**src/rtl/tiled_rgb5a3_ci8_texel_decoder_top_assert.svh**
```systemverilog
// ----------------------------------------------------------------------------
// Texel decoder assertion macros
// Shared concurrent assertion forms, clocked on clk and disabled in reset.
// ----------------------------------------------------------------------------
`ifndef TILED_RGB5A3_CI8_TEXEL_DECODER_TOP_ASSERT_SVH
`define TILED_RGB5A3_CI8_TEXEL_DECODER_TOP_ASSERT_SVH

// The consequent must hold in the same cycle as the antecedent.
`define TDEC_ASSERT_SAME(label, ante, cons, msg) \
	label: assert property (@(posedge clk) disable iff (!arst_n) (ante) |-> (cons)) \
		else $error(msg);

// The consequent must hold in the cycle after the antecedent.
`define TDEC_ASSERT_NEXT(label, ante, cons, msg) \
	label: assert property (@(posedge clk) disable iff (!arst_n) (ante) |=> (cons)) \
		else $error(msg);

`endif

```
**src/rtl/tdec_pkg.sv**
```systemverilog
`timescale 1ns / 1ps
// ----------------------------------------------------------------------------
// Texel decoder package
// Item types, register and item-kind codes, defaults and shared helpers.
// ----------------------------------------------------------------------------
package tdec_pkg;

	localparam int DEF_PALETTE_ENTRIES = 256;
	localparam int DEF_MAX_WIDTH       = 128;
	localparam int DEF_MAX_HEIGHT      = 64;

	localparam int CFG_IDX_W  = 2;
	localparam int CFG_DATA_W = 8;

	localparam logic [7:0] RST_IMAGE_WIDTH  = 8'd96;
	localparam logic [6:0] RST_IMAGE_HEIGHT = 7'd32;

	localparam logic FUNC_PALETTE_WRITE = 1'b0;
	localparam logic FUNC_TEXEL         = 1'b1;

	localparam logic FMT_RGB5A3 = 1'b0;
	localparam logic FMT_CI8    = 1'b1;

	typedef enum logic [CFG_IDX_W-1:0] {
		REG_TEX_FMT      = 2'd0,
		REG_IMAGE_WIDTH  = 2'd1,
		REG_IMAGE_HEIGHT = 2'd2
	} reg_idx_t;

	typedef struct packed {
		logic        func;
		logic [7:0]  palette_slot;
		logic [15:0] word_value;
	} texel_item_t;

	typedef struct packed {
		logic [7:0]  red;
		logic [7:0]  green;
		logic [7:0]  blue;
		logic [7:0]  alpha;
		logic [12:0] pixel_index;
		logic        last_pixel;
	} pixel_item_t;

	// Reduces a byte modulo the palette size by four conditional subtractions.
	// The palette must hold at least sixteen entries; the function does not check.
	function automatic logic [7:0] slot_mod(input logic [7:0] v, input int unsigned modulus);
		int unsigned r;
		r = 32'(v);
		for (int k = 3; k >= 0; k--) begin
			if (r >= (modulus << k)) begin
				r = r - (modulus << k);
			end
		end
		return r[7:0];
	endfunction

endpackage

```
**src/rtl/tdec_ram.sv**
```systemverilog
`timescale 1ns / 1ps
// ----------------------------------------------------------------------------
// Generic RAM
// One write port and one read port with a registered read.
// ----------------------------------------------------------------------------
module tdec_ram #(
	parameter int WIDTH = 16,
	parameter int DEPTH = 256
) (
	input  logic                     clk,
	input  logic                     we,
	input  logic [$clog2(DEPTH)-1:0] waddr,
	input  logic [WIDTH-1:0]         wdata,
	input  logic                     re,
	input  logic [$clog2(DEPTH)-1:0] raddr,
	output logic [WIDTH-1:0]         rdata
);

	logic [WIDTH-1:0] mem [DEPTH];

	always_ff @(posedge clk) begin
		if (we) begin
			mem[waddr] <= wdata;
		end
		if (re) begin
			rdata <= mem[raddr];
		end
	end

endmodule

```
**src/rtl/tdec_pos.sv**
```systemverilog
`timescale 1ns / 1ps
// ----------------------------------------------------------------------------
// Texel position tracker
// Holds the configuration registers and the tile counters, and places each
// texel in the vertically flipped image.
// ----------------------------------------------------------------------------
module tdec_pos #(
	parameter int MAX_WIDTH  = tdec_pkg::DEF_MAX_WIDTH,
	parameter int MAX_HEIGHT = tdec_pkg::DEF_MAX_HEIGHT
) (
	input  logic                              clk,
	input  logic                              arst_n,
	input  logic                              cfg_we,
	input  logic [tdec_pkg::CFG_IDX_W-1:0]    cfg_idx,
	input  logic [tdec_pkg::CFG_DATA_W-1:0]   cfg_wdata,
	input  logic                              step,
	output logic                              tex_fmt,
	output logic [$clog2(MAX_WIDTH+1)-1:0]    pos_x,
	output logic [$clog2(MAX_HEIGHT+1)-1:0]   pos_yf,
	output logic [$clog2(MAX_WIDTH+1)-1:0]    eff_width,
	output logic                              pos_last
);

	import tdec_pkg::*;

	localparam int WW  = $clog2(MAX_WIDTH + 1);
	localparam int HW  = $clog2(MAX_HEIGHT + 1);
	localparam int CWX = (WW > 8) ? WW : 8;
	localparam int CHX = (HW > 7) ? HW : 7;
	localparam int TCW = ($clog2(MAX_WIDTH / 4) > 0) ? $clog2(MAX_WIDTH / 4) : 1;
	localparam int TRW = ($clog2(MAX_HEIGHT / 4) > 0) ? $clog2(MAX_HEIGHT / 4) : 1;

	logic           fmt_q;
	logic [7:0]     width_q;
	logic [6:0]     height_q;
	logic [2:0]     col_q;
	logic [1:0]     row_q;
	logic [TCW-1:0] tcol_q;
	logic [TRW-1:0] trow_q;

	logic [CWX-1:0] w_ext;
	logic [CHX-1:0] h_ext;
	logic [WW-1:0]  w_cl;
	logic [HW-1:0]  h_cl;
	logic [WW-1:0]  across_raw;
	logic [WW-1:0]  across;
	logic [HW-1:0]  down_raw;
	logic [HW-1:0]  down;
	logic [WW-1:0]  w_eff;
	logic [HW-1:0]  h_eff;
	logic           out_of_range;
	logic [2:0]     col;
	logic [1:0]     row;
	logic [TCW-1:0] tcol;
	logic [TRW-1:0] trow;
	logic [2:0]     tw_m1;
	logic           end_col;
	logic           end_row;
	logic           end_tcol;
	logic           end_trow;
	logic [HW-1:0]  y;

	always_ff @(posedge clk or negedge arst_n) begin
		if (!arst_n) begin
			fmt_q    <= FMT_RGB5A3;
			width_q  <= RST_IMAGE_WIDTH;
			height_q <= RST_IMAGE_HEIGHT;
		end else if (cfg_we) begin
			unique case (reg_idx_t'(cfg_idx))
				REG_TEX_FMT: begin
					fmt_q <= cfg_wdata[0];
				end
				REG_IMAGE_WIDTH: begin
					width_q <= cfg_wdata[7:0];
				end
				REG_IMAGE_HEIGHT: begin
					height_q <= cfg_wdata[6:0];
				end
				default: begin
				end
			endcase
		end
	end

	always_comb begin
		w_ext      = CWX'(width_q);
		h_ext      = CHX'(height_q);
		w_cl       = (w_ext > CWX'(MAX_WIDTH)) ? WW'(MAX_WIDTH) : w_ext[WW-1:0];
		h_cl       = (h_ext > CHX'(MAX_HEIGHT)) ? HW'(MAX_HEIGHT) : h_ext[HW-1:0];
		across_raw = (fmt_q == FMT_CI8) ? (w_cl >> 3) : (w_cl >> 2);
		across     = (across_raw == '0) ? WW'(1) : across_raw;
		down_raw   = h_cl >> 2;
		down       = (down_raw == '0) ? HW'(1) : down_raw;
		w_eff      = (fmt_q == FMT_CI8) ? (across << 3) : (across << 2);
		h_eff      = down << 2;
		tw_m1      = (fmt_q == FMT_CI8) ? 3'd7 : 3'd3;

		out_of_range = (col_q > tw_m1) || (WW'(tcol_q) >= across) || (HW'(trow_q) >= down);
		col  = out_of_range ? '0 : col_q;
		row  = out_of_range ? '0 : row_q;
		tcol = out_of_range ? '0 : tcol_q;
		trow = out_of_range ? '0 : trow_q;

		end_col  = (col == tw_m1);
		end_row  = (row == 2'd3);
		end_tcol = (WW'(tcol) == across - WW'(1));
		end_trow = (HW'(trow) == down - HW'(1));

		pos_x    = (fmt_q == FMT_CI8) ? WW'({tcol, col}) : WW'({tcol, col[1:0]});
		y        = HW'({trow, row});
		pos_yf   = h_eff - HW'(1) - y;
		pos_last = end_col && end_row && end_tcol && end_trow;
	end

	always_ff @(posedge clk or negedge arst_n) begin
		if (!arst_n) begin
			col_q  <= '0;
			row_q  <= '0;
			tcol_q <= '0;
			trow_q <= '0;
		end else if (step) begin
			col_q  <= end_col ? '0 : col + 3'd1;
			row_q  <= end_col ? (end_row ? '0 : row + 2'd1) : row;
			tcol_q <= (end_col && end_row) ? (end_tcol ? '0 : tcol + TCW'(1)) : tcol;
			trow_q <= (end_col && end_row && end_tcol) ?
				(end_trow ? '0 : trow + TRW'(1)) : trow;
		end
	end

	assign tex_fmt   = fmt_q;
	assign eff_width = w_eff;

endmodule

```
**src/rtl/tdec_out.sv**
```systemverilog
`timescale 1ns / 1ps
// ----------------------------------------------------------------------------
// Pixel output stage
// Picks the palette or direct word, expands RGB5A3 to RGBA8, forms the pixel
// index and holds the finished item in the output register.
// ----------------------------------------------------------------------------
`include "tiled_rgb5a3_ci8_texel_decoder_top_assert.svh"

module tdec_out #(
	parameter int MAX_WIDTH  = tdec_pkg::DEF_MAX_WIDTH,
	parameter int MAX_HEIGHT = tdec_pkg::DEF_MAX_HEIGHT
) (
	input  logic                            clk,
	input  logic                            arst_n,
	input  logic                            load,
	input  logic                            tex_fmt,
	input  logic [15:0]                     word_value,
	input  logic [$clog2(MAX_WIDTH+1)-1:0]  pos_x,
	input  logic [$clog2(MAX_HEIGHT+1)-1:0] pos_yf,
	input  logic [$clog2(MAX_WIDTH+1)-1:0]  eff_width,
	input  logic                            pos_last,
	input  logic [15:0]                     palette_word,
	output logic                            busy,
	output logic                            pixel_valid,
	input  logic                            pixel_stall,
	output tdec_pkg::pixel_item_t           pixel_item
);

	import tdec_pkg::*;

	localparam int WW = $clog2(MAX_WIDTH + 1);
	localparam int HW = $clog2(MAX_HEIGHT + 1);
	localparam int PW = WW + HW;

	logic          s1_valid_q;
	logic          s1_fmt_q;
	logic [15:0]   s1_word_q;
	logic [WW-1:0] s1_x_q;
	logic [HW-1:0] s1_yf_q;
	logic [WW-1:0] s1_w_q;
	logic          s1_last_q;

	logic          pixel_valid_q;
	pixel_item_t   pixel_item_q;

	logic          adv;
	logic          s1_en;
	logic [15:0]   sel_word;
	logic [PW-1:0] pix;
	logic [PW+12:0] pix_ext;
	pixel_item_t   dec;

	assign adv   = !pixel_valid_q || !pixel_stall;
	assign s1_en = !s1_valid_q || adv;
	assign busy  = s1_valid_q && !adv;

	always_ff @(posedge clk or negedge arst_n) begin
		if (!arst_n) begin
			s1_valid_q <= 1'b0;
		end else if (s1_en) begin
			s1_valid_q <= load;
		end
	end

	always_ff @(posedge clk) begin
		if (s1_en && load) begin
			s1_fmt_q  <= tex_fmt;
			s1_word_q <= word_value;
			s1_x_q    <= pos_x;
			s1_yf_q   <= pos_yf;
			s1_w_q    <= eff_width;
			s1_last_q <= pos_last;
		end
	end

	always_comb begin
		sel_word = (s1_fmt_q == FMT_CI8) ? palette_word : s1_word_q;
		pix      = PW'(s1_yf_q) * PW'(s1_w_q) + PW'(s1_x_q);
		pix_ext  = {13'd0, pix};
		if (sel_word[15]) begin
			dec.red   = {sel_word[14:10], sel_word[14:12]};
			dec.green = {sel_word[9:5], sel_word[9:7]};
			dec.blue  = {sel_word[4:0], sel_word[4:2]};
			dec.alpha = 8'hFF;
		end else begin
			dec.red   = {sel_word[11:8], sel_word[11:8]};
			dec.green = {sel_word[7:4], sel_word[7:4]};
			dec.blue  = {sel_word[3:0], sel_word[3:0]};
			dec.alpha = {sel_word[14:12], sel_word[14:12], sel_word[14:13]};
		end
		dec.pixel_index = pix_ext[12:0];
		dec.last_pixel  = s1_last_q;
	end

	always_ff @(posedge clk or negedge arst_n) begin
		if (!arst_n) begin
			pixel_valid_q <= 1'b0;
		end else if (adv) begin
			pixel_valid_q <= s1_valid_q;
		end
	end

	always_ff @(posedge clk) begin
		if (adv && s1_valid_q) begin
			pixel_item_q <= dec;
		end
	end

	assign pixel_valid = pixel_valid_q;
	assign pixel_item  = pixel_item_q;

	`TDEC_ASSERT_NEXT(a_s1_held, s1_valid_q && !adv, s1_valid_q && $stable(s1_word_q), "Item moved.")
	`TDEC_ASSERT_NEXT(a_s1_delivered, s1_valid_q && adv, pixel_valid_q, "Item not delivered.")
	`TDEC_ASSERT_SAME(a_out_source, $rose(pixel_valid_q), $past(s1_valid_q), "Item without source.")

endmodule

```
**src/rtl/tiled_rgb5a3_ci8_texel_decoder_top.sv**
```systemverilog
`timescale 1ns / 1ps
// The decoder takes one item per clock cycle and keeps that rate indefinitely
// while the output side is not stalled. The clock edge that accepts a texel
// item also reads the palette and loads the first stage register; the pixel
// moves to the output register when that can advance, after colour expansion
// and the pixel index multiply. The palette memory's read port is registered.
// Palette writes take the memory's write port in their own cycle and produce
// no item, so a texel may read an entry written by the item just before it.
// The input is stalled only while the output register holds an untaken pixel
// and the stage behind it is full. There is no clearing pass after reset.
// ----------------------------------------------------------------------------
// Tiled RGB5A3 / CI8 texel decoder
// Turns a tiled texture stream into RGBA8 pixels with flipped row-major index.
// ----------------------------------------------------------------------------
module tiled_rgb5a3_ci8_texel_decoder_top #(
	parameter int PALETTE_ENTRIES = tdec_pkg::DEF_PALETTE_ENTRIES,
	parameter int MAX_WIDTH       = tdec_pkg::DEF_MAX_WIDTH,
	parameter int MAX_HEIGHT      = tdec_pkg::DEF_MAX_HEIGHT
) (
	input  logic                            clk,
	input  logic                            arst_n,
	input  logic                            texel_valid,
	output logic                            texel_stall,
	input  tdec_pkg::texel_item_t           texel_item,
	output logic                            pixel_valid,
	input  logic                            pixel_stall,
	output tdec_pkg::pixel_item_t           pixel_item,
	input  logic                            cfg_we,
	input  logic [tdec_pkg::CFG_IDX_W-1:0]  cfg_idx,
	input  logic [tdec_pkg::CFG_DATA_W-1:0] cfg_wdata
);

	import tdec_pkg::*;

	localparam int PAW = $clog2(PALETTE_ENTRIES);
	localparam int WW  = $clog2(MAX_WIDTH + 1);
	localparam int HW  = $clog2(MAX_HEIGHT + 1);

	logic           accept;
	logic           pal_we;
	logic           texel_acc;
	logic [PAW-1:0] pal_waddr;
	logic [PAW-1:0] pal_raddr;
	logic [15:0]    pal_rdata;
	logic           tex_fmt;
	logic [WW-1:0]  pos_x;
	logic [HW-1:0]  pos_yf;
	logic [WW-1:0]  eff_width;
	logic           pos_last;
	logic           busy;

	assign accept    = texel_valid && !texel_stall;
	assign pal_we    = accept && (texel_item.func == FUNC_PALETTE_WRITE);
	assign texel_acc = accept && (texel_item.func == FUNC_TEXEL);
	assign pal_waddr = PAW'(slot_mod(texel_item.palette_slot, PALETTE_ENTRIES));
	assign pal_raddr = PAW'(slot_mod(texel_item.word_value[7:0], PALETTE_ENTRIES));
	assign texel_stall = busy;

	tdec_ram #(
		.WIDTH(16),
		.DEPTH(PALETTE_ENTRIES)
	) u_pal_ram (
		.clk  (clk),
		.we   (pal_we),
		.waddr(pal_waddr),
		.wdata(texel_item.word_value),
		.re   (texel_acc),
		.raddr(pal_raddr),
		.rdata(pal_rdata)
	);

	tdec_pos #(
		.MAX_WIDTH (MAX_WIDTH),
		.MAX_HEIGHT(MAX_HEIGHT)
	) u_pos (
		.clk         (clk),
		.arst_n      (arst_n),
		.cfg_we      (cfg_we),
		.cfg_idx     (cfg_idx),
		.cfg_wdata   (cfg_wdata),
		.step        (texel_acc),
		.tex_fmt     (tex_fmt),
		.pos_x       (pos_x),
		.pos_yf      (pos_yf),
		.eff_width   (eff_width),
		.pos_last    (pos_last)
	);

	tdec_out #(
		.MAX_WIDTH (MAX_WIDTH),
		.MAX_HEIGHT(MAX_HEIGHT)
	) u_out (
		.clk         (clk),
		.arst_n      (arst_n),
		.load        (texel_acc),
		.tex_fmt     (tex_fmt),
		.word_value  (texel_item.word_value),
		.pos_x       (pos_x),
		.pos_yf      (pos_yf),
		.eff_width   (eff_width),
		.pos_last    (pos_last),
		.palette_word(pal_rdata),
		.busy        (busy),
		.pixel_valid (pixel_valid),
		.pixel_stall (pixel_stall),
		.pixel_item  (pixel_item)
	);

endmodule
```
**config.mk**
```make
export PLATFORM = sky130hd
export DESIGN_NAME = tiled_rgb5a3_ci8_texel_decoder_top
export DESIGN_NICKNAME = d
export VERILOG_FILES = /design/src/rtl/tdec_pkg.sv /design/src/rtl/tdec_ram.sv /design/src/rtl/tdec_pos.sv /design/src/rtl/tdec_out.sv /design/src/rtl/tiled_rgb5a3_ci8_texel_decoder_top.sv
export VERILOG_INCLUDE_DIRS = /design/src /design/src/rtl
export SDC_FILE = /design/constraint.sdc
export NUM_CORES = 2
export LEC_CHECK = 0
export BUFFER_PORTS_ARGS = -buffer_cell sky130_fd_sc_hd__buf_2
export CAP_MARGIN = 0
export CORE_MARGIN = 10
export CORE_UTILIZATION = 39
export DETAILED_ROUTE_END_ITERATION = 10
export PLACE_DENSITY = 0.62
export SYNTH_ARGS = -nofsm -noshare
export SYNTH_HDL_FRONTEND = slang
export SYNTH_HIERARCHICAL = 1
export SYNTH_SLANG_ARGS = --single-unit
```
**constraint.sdc**
```tcl
create_clock -name clk -period 5.3 [get_ports clk]
set_input_delay 0.795 -clock clk [delete_from_list [all_inputs] [get_ports clk]]
set_output_delay 0.795 -clock clk [all_outputs]
set_load 0.02 [all_outputs]
```
Yosys cells after proc, flatten, opt, wreduce, memory -nomap -nowiden
Memory sizes are Yosys's and may differ from the RTL's. A register that Yosys moved wholly into a read port is not among the register bits.
Cells that the tools add are included.
Word-level totals
  memories: 1
  memory bits (writable): 4096
  input port bits: 40
  output and inout port bits: 48
  logic and storage cells: 93
  register bits after elaboration: 119
Memories
  u_pal_ram.mem: words 256, bits a word 16, rd ports 1, clocked after memory_dff 1, wr ports 1, line tdec_ram.sv:19  | logic [WIDTH-1:0] mem [DEPTH];
Cells by class
  reductions and logical operators: 24
  multiplexer cells: 23
  $mul: 1
  $lt $le $gt $ge: 5
  bitwise gates (word level): 1
  add/sub/neg operators: 9
  eq/ne operators: 6
Operator list (count)
  $mux 32: 1
  $mux 8: 3
  $mux 5: 4
  $mux 16: 1
  $mux 7: 2
  $sub 7x1->7 const B: 2
  $add 13x8->13: 1
  $mul 7x8->13: 1
  $mux 4: 3
  $logic_and 1x1->1: 9
  $mux 3: 3
  $eq 5x8->1: 1
  $ge 5x8->1: 1
  $gt 8x8->1 const B: 1
  $logic_not 8->1: 1
  $sub 8x1->8 const B: 1
  $eq 4x7->1: 1
  $ge 4x7->1: 1
  $gt 7x7->1 const B: 1
  $logic_not 7->1: 1
  $sub 7x6->7: 1
  $mux 2: 3
  $mux 6: 1
  $reduce_and 2->1: 3
  13 further kinds: 22

Depth between registers and ports, before layout
  word-level depth: 13
  depth in mapped cells: 21
  mapped depth without buffers: 18

Modules after synthesis
Netlist, hierarchy kept.
By module, submodules not included
  tdec_ram: sequential area each 123478.4 µm², area an instance 158874.9 µm², cells each 7360, instances 1
  tdec_out: sequential area each 2512.4 µm², area an instance 5238.8 µm², cells each 389, instances 1
  tdec_pos: sequential area each 704.4 µm², area an instance 2582.5 µm², cells each 290, instances 1
  tiled_rgb5a3_ci8_texel_decoder_top: sequential area each 0.0 µm², area an instance 21.3 µm², cells each 2, instances 1

Worst setup path before layout
No wires, ideal clock.
  kind: input port to flip-flop
  from: in pixel_stall
  to: reg u_out.pixel_item_q, in the netlist u_out/pixel_item[0], enable pin
  stages: 1
  setup time: 0.502 ns
  slack: 1.005 ns
  data required time: 4.798 ns
  arrival time: 3.793 ns
  buffers on the path: 0
  path through: a21boi_0
On the way
  cells in the longest elaborated chain, start to end: 3
RTL lines
  start: declaration: line tiled_rgb5a3_ci8_texel_decoder_top.sv:26  | input logic pixel_stall,
  $logic_not 1->1: line tdec_out.sv:53  | assign adv = !pixel_valid_q || !pixel_stall;
  $logic_or 1x1->1: line tdec_out.sv:53
  $logic_and 1x1->1: line tdec_out.sv:104  | if (adv && s1_valid_q) begin
  end signal: assignment: line tdec_out.sv:105  | pixel_item_q <= dec;
  end: declaration: line tdec_out.sv:44  | pixel_item_t pixel_item_q;
No other way between the ends.
A chain may end at the register's enable or synchronous reset.

Worst setup path in the final report
  from: reg u_pos.fmt_q (netlist: u_pos/tex_fmt)
  to: reg u_pos.trow_q[2]
On the way
  cells in the longest elaborated chain, start to end: 11
  elaborated cells on any way between the ends: 22
  classes of those cells: add/sub: 2; order compare: 2; eq/ne: 4; mux: 9; reduce/logical: 5
RTL lines
  start: declaration: line tdec_pos.sv:33  | logic fmt_q;
  start signal: assignment: line tdec_pos.sv:71  | fmt_q <= cfg_wdata[0];
  branches (longest 10 deep; another with $ge 5x8->1)
  $mux 4 (*): line tdec_pos.sv:125  | trow_q <= (end_col && end_row && end_tcol) ?
  end signal: assignment: line tdec_pos.sv:125
  end: declaration: line tdec_pos.sv:39  | logic [TRW-1:0] trow_q;
Every way passes the cells marked *.

==> impl_metrics.env <==
export IMPL_fillCellCount=35640
export IMPL_gp_congestion=0.8890
export IMPL_holdCritPathClass="in -> reg"
export IMPL_fp_dieArea_um2=454000
export IMPL_max_freq_mhz=222.7
export IMPL_post_route_period_util_pct=84.71
export IMPL_die_x_um=673.8
export IMPL_critical_path_buf_inv_count=4
export IMPL_critical_path_top_delay_family="compound AO/OA/AOI/OAI gates"
export IMPL_area_growth_pct=13.93
export IMPL_clkLatencyLatePin_ns=1.02
export IMPL_synthArstFlopShare_pct=0.7102
export IMPL_cp_slowest_cell="dfrtp_1"
export IMPL_crit_arrival_ns=5.31
export IMPL_cts_buffer_depth=4
export IMPL_clock_sinks=4224
export IMPL_avgSynthCellArea_um2=20.73
export IMPL_worstMarginPinSlew_ns=1.184
export IMPL_postCtsSetupBuffers=0
export IMPL_cpPeakStageDelay_ns=0.74
export IMPL_peakVddDrop_uv=299.8
export IMPL_drc=0
export IMPL_core_area_um2=426700
export IMPL_vias=84800
export IMPL_root_buffer="clkbuf_16"
export IMPL_layout_drive_gt1_share_pct=24.92
export IMPL_initialDrtViolationCount=10280
export IMPL_hold_violations=0
export IMPL_crit_type="reg -> reg"
export IMPL_viasPerCell=5.777
export IMPL_finalPower_mw=71.21
export IMPL_grtUsageTotal_pct=18.67
export IMPL_yosysWarnings=6
export IMPL_wire_per_inst_um=29.64
export IMPL_htree_levels=5
export IMPL_tritoncts="done"
export IMPL_fin_util_pct=44.51
export IMPL_end_kind="flop"
export IMPL_ioPinCount=88
export IMPL_cts_made_buffers=420
export IMPL_critPathRequiredTime_ns=6.12
export IMPL_fin_nets=8765
export IMPL_wl_um=435100
export IMPL_ant_nets=0
export IMPL_cp_cell_sequence="inv_2, o21bai_1, a21o_1, inv_1, ha_1, nor2b_1, o21ai_0, a41oi_1, buf_4, and2_1, buf_4, nand2_1, ha_1, a21oi_1, o41a_1, nand3_1, and3_1, a221o_1"
export IMPL_rrSetupSlack_ns=0.81
export IMPL_grt_overflow_total=0
export IMPL_path_max_fanout=16
export IMPL_start_util_pct=39.07
export IMPL_grt_pass1_vias=84100
export IMPL_holdWs_ns=0.08995
export IMPL_grt_pass1_wl_um=623200
export IMPL_port_buffers=87
export IMPL_die_h_um=673.8
export IMPL_status="completed"
export IMPL_p_leak_nw=60.78
export IMPL_period_needed_ns=4.490
export IMPL_pwr_density_cell_nw_per_um2=374.9
export IMPL_clk_pin_slew_ns=0.06
export IMPL_ys_seq_area_share_pct=75.99
export IMPL_synth_edf_count=4194
export IMPL_rows=240
export IMPL_antenna_found_initial=26
export IMPL_worst_slew_margin_rel_pct=20.55
export IMPL_synth_most_common_cell="edfxtp_1"
export IMPL_worst_setup_path_start_kind="flop"
export IMPL_drtPass1Iterations=7
export IMPL_grt_setup_unrepaired="no"
export IMPL_finClkSkew_ns=0.08057
export IMPL_slew_viol_final=0
export IMPL_yosys_top_cells_area="edfxtp_1 76%, mux4_2 11%, mux2i_1 3.5%, o221ai_1 1.3%, nor2_1 0.72%"
export IMPL_synth_top_cell_by_area="edfxtp_1"
export IMPL_post_synth_top_area_fraction_pct=75.54
export IMPL_synth_common_cells="4194 x edfxtp_1, 801 x mux4_2, 587 x mux2i_1"
export IMPL_synthCells=8041
export IMPL_hpwl_um=265500
export IMPL_ys_ff_latch=4224
export IMPL_synth_ff_type="edfxtp_1"
export IMPL_grt_start_max_net_pins=207
export IMPL_cap_violations=0
export IMPL_syn_area_um2=166700
export IMPL_setup_tns_ns=0
export IMPL_setup_viol=0
export IMPL_synth_cell_type_count=92
## cells by family after synthesis
family / after synthesis / share of synthesized area [%]
buffers and inverters: 569 / 1.913
and+or+nand+nor: 739 / 2.104
muxes: 1501 / 15.19
xor gates and xnor gates: 22 / 0.1201
DFF: 4224 / 75.99
other: 1 / 0.002249
adders and majority gates: 85 / 0.8045
AOI/OAI and AO/OA: 900 / 3.873
## layout by cell type (no fill, tap or decap), types with 18 or more instances in the layout
master and n:
fa_1 37, dfrtp_1 27, a221oi_1 28, a22oi_1 43, a211oi_1 27, o21ai_0 48, a22o_1 36, mux2_2 103
buf_12 54, and2_1 35, nand3_1 41, nor2_2 55, inv_1 81, nand4_1 30, clkbuf_16 425, nor2_1 266
o32ai_1 20, and3_1 18, nor2b_1 23, a21oi_1 197, nor3_1 95, clkbuf_1 95, ha_1 48, mux2i_1 587
o22ai_1 160, bufinv_16 28, nand2_1 86, mux4_2 801, buf_4 519, o221ai_1 252, nor4_1 19, clkinv_2 73
clkinv_1 100, edfxtp_1 4194, buf_2 71
## power breakdown
part | leakage [nW] | switching (mW) | internal [mW]
sequential | 38.1 | 0.189 | 37.0
clock | 6.40 | 12.5 | 16.1
combinational | 16.3 | 3.36 | 2.06
total | 60.8 | 16.0 | 55.2
## timing repair
item,in CTS,in global routing
gates resized for setup,0,0
hold endpoints to repair,27,0
hold buffers,1,0
## flip-flops by register name (all words and copies together), names as in the netlist
| register | cells |
|---|---|
| u_out/pixel_item | 41 |
| u_out/pixel_valid | 1 |
| u_out/s1_fmt_q | 1 |
| u_out/s1_last_q | 1 |
| u_out/s1_valid_q | 1 |
| u_out/s1_w_q | 8 |
| u_out/s1_word_q | 16 |
| u_out/s1_x_q | 8 |
| u_out/s1_yf_q | 7 |
| u_pal_ram/mem | 4096 |
| u_pal_ram/rdata | 16 |
| u_pos/col_q | 3 |
| u_pos/h_ext | 5 |
| u_pos/row_q | 2 |
| u_pos/tcol_q | 5 |
| u_pos/tex_fmt | 1 |
| u_pos/trow_q | 4 |
| u_pos/w_ext | 8 |
## per-stage QoR
stage,setup slack (ns),area (µm²),std cells
after CTS,0.8381,189900,14670
after global routing,0.4736,189900,14670
after floorplan,1.006,166700,8042
after detailed placement,0.7086,176800,13900
final,0.8102,189900,14680
after global placement,0.6888,176800,13900
## path summary, 6_finish.rpt
| kind | from | endpoint | cells after the start |
|---|---|---|---|
| worst max register to register | u_pos/tex_fmt | u_pos/trow_q[2] | 18 |
| max in group asynchronous | arst_n | u_pos/trow_q[0] | 2 |
| min in group asynchronous | arst_n | u_out/s1_valid_q | 2 |
| worst max-delay path | u_pos/tex_fmt | u_pos/trow_q[2] | 18 |
| worst min register to register | u_pos/row_q[1] | u_pos/row_q[1] | 1 |
| worst min-delay path | cfg_wdata[7] | u_pos/w_ext[7] | 2 |
## routing by layer
layer / global-route usage [%] / share of wire (%)
met5: 0 / 0.033
met4: 7.506 / 4.5
met3: 3.400 / 8.6
met2: 29.09 / 46
met1: 26.09 / 40
## final cells by class
type / instances / area [µm²] / share of cell area (%)
timing repair buffer: 660 / 5568 / 2.931
clock inverter: 240 / 2142 / 1.128
antenna: 14 / 35.03 / 0.01844
clock buffer: 520 / 10990 / 5.787
multi-input combinational: 3249 / 37070 / 19.51
sequential: 4224 / 126700 / 66.70
tap: 5687 / 7116 / 3.746
inverter: 85 / 331.6 / 0.1746
Note: power is estimated with default switching activity, not from simulation.
